--- config.mk ---
export PLATFORM = sky130hd
export DESIGN_NAME = bba_ceil_log2
export DESIGN_NICKNAME = d
export VERILOG_FILES = /design/src/rtl/core/bba_pkg.sv /design/src/rtl/core/bba_ceil_log2.sv
export SDC_FILE = /design/constraint.sdc
export NUM_CORES = 1
export LEC_CHECK = 0
export BUFFER_PORTS_ARGS = -buffer_cell sky130_fd_sc_hd__buf_2
export CORE_UTILIZATION = 46
export DETAILED_ROUTE_END_ITERATION = 10
export PLACE_DENSITY = 0.77
export SLEW_MARGIN = 20
export SYNTH_ARGS = -nofsm -noshare
export SYNTH_HDL_FRONTEND = slang
export SYNTH_SLANG_ARGS = --single-unit
--- constraint.sdc ---
create_clock -name vclk -period 3.2
set_clock_uncertainty 0.05 [all_clocks]
set_input_delay 0.16 -clock vclk [all_inputs]
set_output_delay 0.16 -clock vclk [all_outputs]
set_load 0.01 [all_outputs]
--- src/rtl/core/bba_pkg.sv ---
// ----------------------------------------------------------------------------
// bba_pkg
// Shared codes and widths of the buddy block allocator.
// ----------------------------------------------------------------------------
package bba_pkg;

  localparam int ADDR_W  = 32;
  localparam int LOG_W   = 5;
  localparam int CLS_W   = 5;
  localparam int SZ_W    = 6;
  localparam int CFG_IDX_W = 1;

  localparam logic [CFG_IDX_W-1:0] CFG_HEAP_BASE = 1'b0;
  localparam logic [CFG_IDX_W-1:0] CFG_HEAP_LOG2 = 1'b1;

  localparam logic [1:0] ACT_INIT    = 2'd0;
  localparam logic [1:0] ACT_ALLOC   = 2'd1;
  localparam logic [1:0] ACT_RELEASE = 2'd2;

  localparam logic [3:0] ST_OK            = 4'd0;
  localparam logic [3:0] ST_UNINIT        = 4'd1;
  localparam logic [3:0] ST_ZERO_SIZE     = 4'd2;
  localparam logic [3:0] ST_NO_SPACE      = 4'd3;
  localparam logic [3:0] ST_ALREADY_ALLOC = 4'd4;
  localparam logic [3:0] ST_ILLEGAL_PTR   = 4'd5;
  localparam logic [3:0] ST_NOT_ALLOC     = 4'd6;
  localparam logic [3:0] ST_MISALIGN_BLK  = 4'd7;
  localparam logic [3:0] ST_MISALIGN_HEAP = 4'd8;

  typedef enum logic [9:0] {
    S_IDLE   = 10'b0000000001,
    S_CLR    = 10'b0000000010,
    S_IPUSH  = 10'b0000000100,
    S_ASCAN  = 10'b0000001000,
    S_ACHK   = 10'b0000010000,
    S_ASPLIT = 10'b0000100000,
    S_RCHK   = 10'b0001000000,
    S_MSTART = 10'b0010000000,
    S_MWALK  = 10'b0100000000,
    S_RPUSH  = 10'b1000000000
  } state_e;

endpackage

--- src/rtl/core/bba_ceil_log2.sv ---
// ----------------------------------------------------------------------------
// bba_ceil_log2
// Size class of a request: ceil(log2(size)), at least one unit.
// ----------------------------------------------------------------------------
module bba_ceil_log2 import bba_pkg::*; #(
  parameter int MIN_BLOCK_LOG2 = 6
) (
  input  logic [ADDR_W-1:0] size_i,
  output logic [SZ_W-1:0]   class_o
);

  logic [ADDR_W-1:0] sm1;
  logic [SZ_W-1:0]   msb;

  always_comb begin
    sm1 = size_i - ADDR_W'(1);
    msb = '0;
    for (int i = 0; i < ADDR_W; i++) begin
      if (sm1[i]) msb = SZ_W'(i + 1);
    end
    if (size_i <= ADDR_W'(1)) msb = '0;
    class_o = (msb < SZ_W'(MIN_BLOCK_LOG2)) ? SZ_W'(MIN_BLOCK_LOG2) : msb;
  end

endmodule

-- Yosys cells after proc, flatten, opt, wreduce, memory -nomap -nowiden
Index checks and enable logic that the tools add are counted.
W data, S select, Z words.
- input port bits: 32
- bits in registers: 0
- logic and storage cells: 37
- output and inout port bits: 6
- muxes and demuxes: 34
- add/sub/neg operators: 1
- $lt $le $gt $ge: 2
- operators by type and width (kind ; number):
    $mux W6 ; 33
    $le A32 B1 Y1 const B ; 1
    $sub A32 B1 Y32 const B ; 1
    $lt A6 B3 Y1 const B ; 1
    $mux W1 ; 1

-- Depth between registers and ports, before layout
- word-level depth: 36
- depth in mapped cells: 12
- gate-level depth less buffers: 11

-- Least setup slack after synthesis
Ideal clock, no wire load.
- kind: input to output
- start point: input port size_i[0]
- end point: output port class_o[0]
- data arrival time: 2.458 ns
- path slack: 0.532 ns
- stages on the path: 11
- data required time: 2.990 ns
- buffers on the path: 0
- cells stage by stage: inv_1 > ha_1 > nor4b_4 > nand4_2 > a2111oi_2 > a31oi_1 > o21a_1 > a2111oi_2 > o31a_1 > nand3_1 > a31oi_1
- cells in the longest elaborated chain, start to end: 36
- elaborated cells on any way between the ends: 37
- those cells by class: add/sub (1); order compare (2); mux (34)
- ends and longest elaborated chain (element ; line ; text):
    start, declared ; bba_ceil_log2.sv:8 ; input logic [ADDR_W-1:0] size_i,
    $sub A32 B1 Y32 ; bba_ceil_log2.sv:16 ; sm1 = size_i - ADDR_W'(1);
    $mux W1 ; bba_ceil_log2.sv:19 ; if (sm1[i]) msb = SZ_W'(i + 1);
    $mux W6 (31 in a row) ; bba_ceil_log2.sv:19 ;
    $mux W6 (*) ; bba_ceil_log2.sv:21 ; if (size_i <= ADDR_W'(1)) msb = '0;
    $lt A6 B3 Y1 ; bba_ceil_log2.sv:22 ; class_o = (msb < SZ_W'(MIN_BLOCK_LOG2)) ? SZ_W'(MIN_BLOCK_LOG2) : msb;
    $mux W6 (*) ; bba_ceil_log2.sv:22 ;
    end, declared ; bba_ceil_log2.sv:9 ; output logic [SZ_W-1:0] class_o
Mark *: on every way between the ends. The rest lies on a longest branch, timed or not.

-- Final worst setup path
Ends and elaborated chain as after synthesis.

==> reports/metrics.yaml <==
status:
  status: "complete, no violations"
pwr:
  power_uw: 170.6
  power.leakage_uw: 0.0006855
  max-vdd-ir-drop_uv: 72.90
  p_per_area_mw_per_mm2: 89.38
hold_path:
  worstHoldPathType: "input port to primary output"
  holdPathStages: 4
  min_to: "class_o[5]"
  hold_start: "size_i[31]"
yosys:
  synth_nets: 301
  yosysWarnings: 0
  syn_area_per_cell_um2: 6.162
  yosysSeqAreaShare_pct: 0
  ys_types: 62
  postSynthCellCount: 266
  synthesis.area_mm2: 0.001639
placement:
  place_congestion: 0.9466
  io_buffers: 38
  pre_cts_slack_ns: 0.2295
  dpl.hpwl_um: 3933
global_routing:
  busiest_layer: "met1"
  grt_pass1_wl_um: 7941
  gr-total-overflow: 0
  grt_start_max_net_pins: 15
  grt_antenna_before_repair: 0
  gr-usage-met1_pct: 42.86
  gr-usage-all-layers_pct: 26.46
  grt_util_met3_pct: 0.6211
  grt_pass1_vias: 1735
  grt_use_met2_pct: 39.32
drt:
  ant_nets: 0
  via_count: 2235
  post_drt_wl_per_cell_um: 14.34
  drc_errors: 0
  totalWireLength_um: 4992
  avgViaCountPerCell: 6.422
  drtIter0Drc: 195
  drt-pass1-iter-count: 5
final_layout:
  drive_gt1_share_pct: 20.86
  nClkBuffers: 0
  ff_latch_area_um2: 0
  nFillCells: 360
  area_growth_pct: 16.41
  antennaDiodeCount: 0
  design.seq.count: 0
  layout.nets: 339
  multiInputGateArea_mm2: 0.001521
setup_path:
  path_buf_inv: 4
  critPathMaxStageDelay_ns: 0.37
  cp_max_fo: 8
  startpoint: "size_i[0]"
  path_class: "input port to primary output"
  slowest_stage: "a31oi_1"
  critPathLaunchType: "input port"
  critPathRequiredTime_ns: 2.99
  critical_path.top_delay_family: "compound AO/OA/AOI/OAI gates"
  cp-end-kind: "primary output"
  worstPathCellList: "buf_2 -> inv_1 -> ha_1 -> nor4b_4 -> buf_4 -> and4_1 -> a31oi_1 -> o21ai_0 -> o21a_1 -> a2111oi_2 -> o31a_1 -> nand3_1 -> a31oi_1 -> buf_2"
  crit_arrival_ns: 2.78
timing:
  period_share_pct: 93.50
  rsz0062_at_grt: "false"
  finalHoldViolations: 0
  period_needed_ns: 2.992
  setup_slack_ns: 0.2082
  worst_slew_pin_slew_ns: 0.6688
  setup_viol: 0
  hold_slack_ns: 0.6814
  timing.fmax_mhz: 334.2
  drv_slew: 0
  relSlewSlack_pct: 55.00
  fin_tns_setup_ns: 0
clock_network:
  holdBufCountCts: 0
  cts_setup_buffers: 0
  postCtsResizedCells: 0
die:
  die_area_mm2: 0.003806
  initial_core_util_pct: 48.74
  io_pins: 38
  dieWidth_um: 61.69
  fp.dieH_um: 61.69
  rows: 21
  coreArea_mm2: 0.003363
flow_run:
  max_cap_violations: 0
## stage by stage
step	cells	instance area, um^2	util [%]
after floorplan	266	1639	-
after detailed placement	348	1908	56.73
after CTS	348	1908	56.73
after global placement	348	1908	56.73
after global routing	348	1908	56.73
final	348	1908	56.73
## final cells by class
type | count | share of cell area (%)
inverter | 13 | 2.557
multi-input combinational | 239 | 79.74
tap | 46 | 3.016
timing repair buffer | 50 | 14.69
## how the worst max path moves through the flow
stage	cells past startpoint	slack [ns]	end
2_1_floorplan	11	0.53	class_o[0]
3_3_place_gp	11	0.32	class_o[0]
3_5_place_dp	13	0.23	class_o[0]
4_1_cts	13	0.22	class_o[0]
5_1_grt	11	0.02	class_o[0]
6_report	14	0.21	class_o[0]
## logic make-up (layout without fill, tap and decap cells)
group,count (synthesis),count (layout),share of synthesized area (%)
buffers and inverters,27,63,7.176
adders and majority gates,3,3,2.290
AOI/OAI and AO/OA,92,92,38.63
xor gates and xnor gates,10,10,5.344
and+or+nand+nor,134,134,46.57
## placed cells by master, fill, tap and decap left out, types with 4 or more instances in the layout
cell type / count
buf_2: 38
nor2_1: 32
nand2_1: 24
a21oi_1: 22
inv_1: 13
o21ai_0: 13
nor3_1: 12
buf_4: 12
nand3_1: 11
nor4_1: 8
xnor2_1: 8
a31oi_1: 7
nand4_1: 6
nand2b_1: 5
nor2b_1: 5
o21ai_1: 5
or3_1: 4
a311oi_1: 4
## per-layer routing
metal / vias up / wire (um)
met5: - / 0
met4: 0 / 29
met3: 6 / 461
met2: 113 / 2104
met1: 1008 / 2397
li1: 1108 / -
## worst min-delay path: stages
cell and delay [ns]:
buf_2 0.09, xnor2_1 0.09, nor2_1 0.10, buf_2 0.13
## power breakdown
part           internal [uW]  switching [uW]
Clock                      0               0
Sequential                 0               0
Combinational           65.7             105
## Yosys cell counts (4+ instances only)
master | number | area share, %
nand2b_1 | 5 | 1.9
a21oi_1 | 22 | 6.7
nand4_1 | 6 | 2.3
clkbuf_1 | 8 | 1.8
nor2b_1 | 5 | 1.9
nor2_1 | 32 | 7.3
a311oi_1 | 4 | 2.1
o21ai_1 | 5 | 1.5
o21ai_0 | 13 | 4.0
nand3_1 | 11 | 3.4
nor4_1 | 8 | 3.1
xnor2_1 | 8 | 4.3
inv_1 | 13 | 3.0
a31oi_1 | 7 | 2.7
buf_2 | 4 | 1.2
nor3_1 | 12 | 3.7
nand2_1 | 24 | 5.5
or3_1 | 4 | 1.5
(Power assumes the default switching activity.)
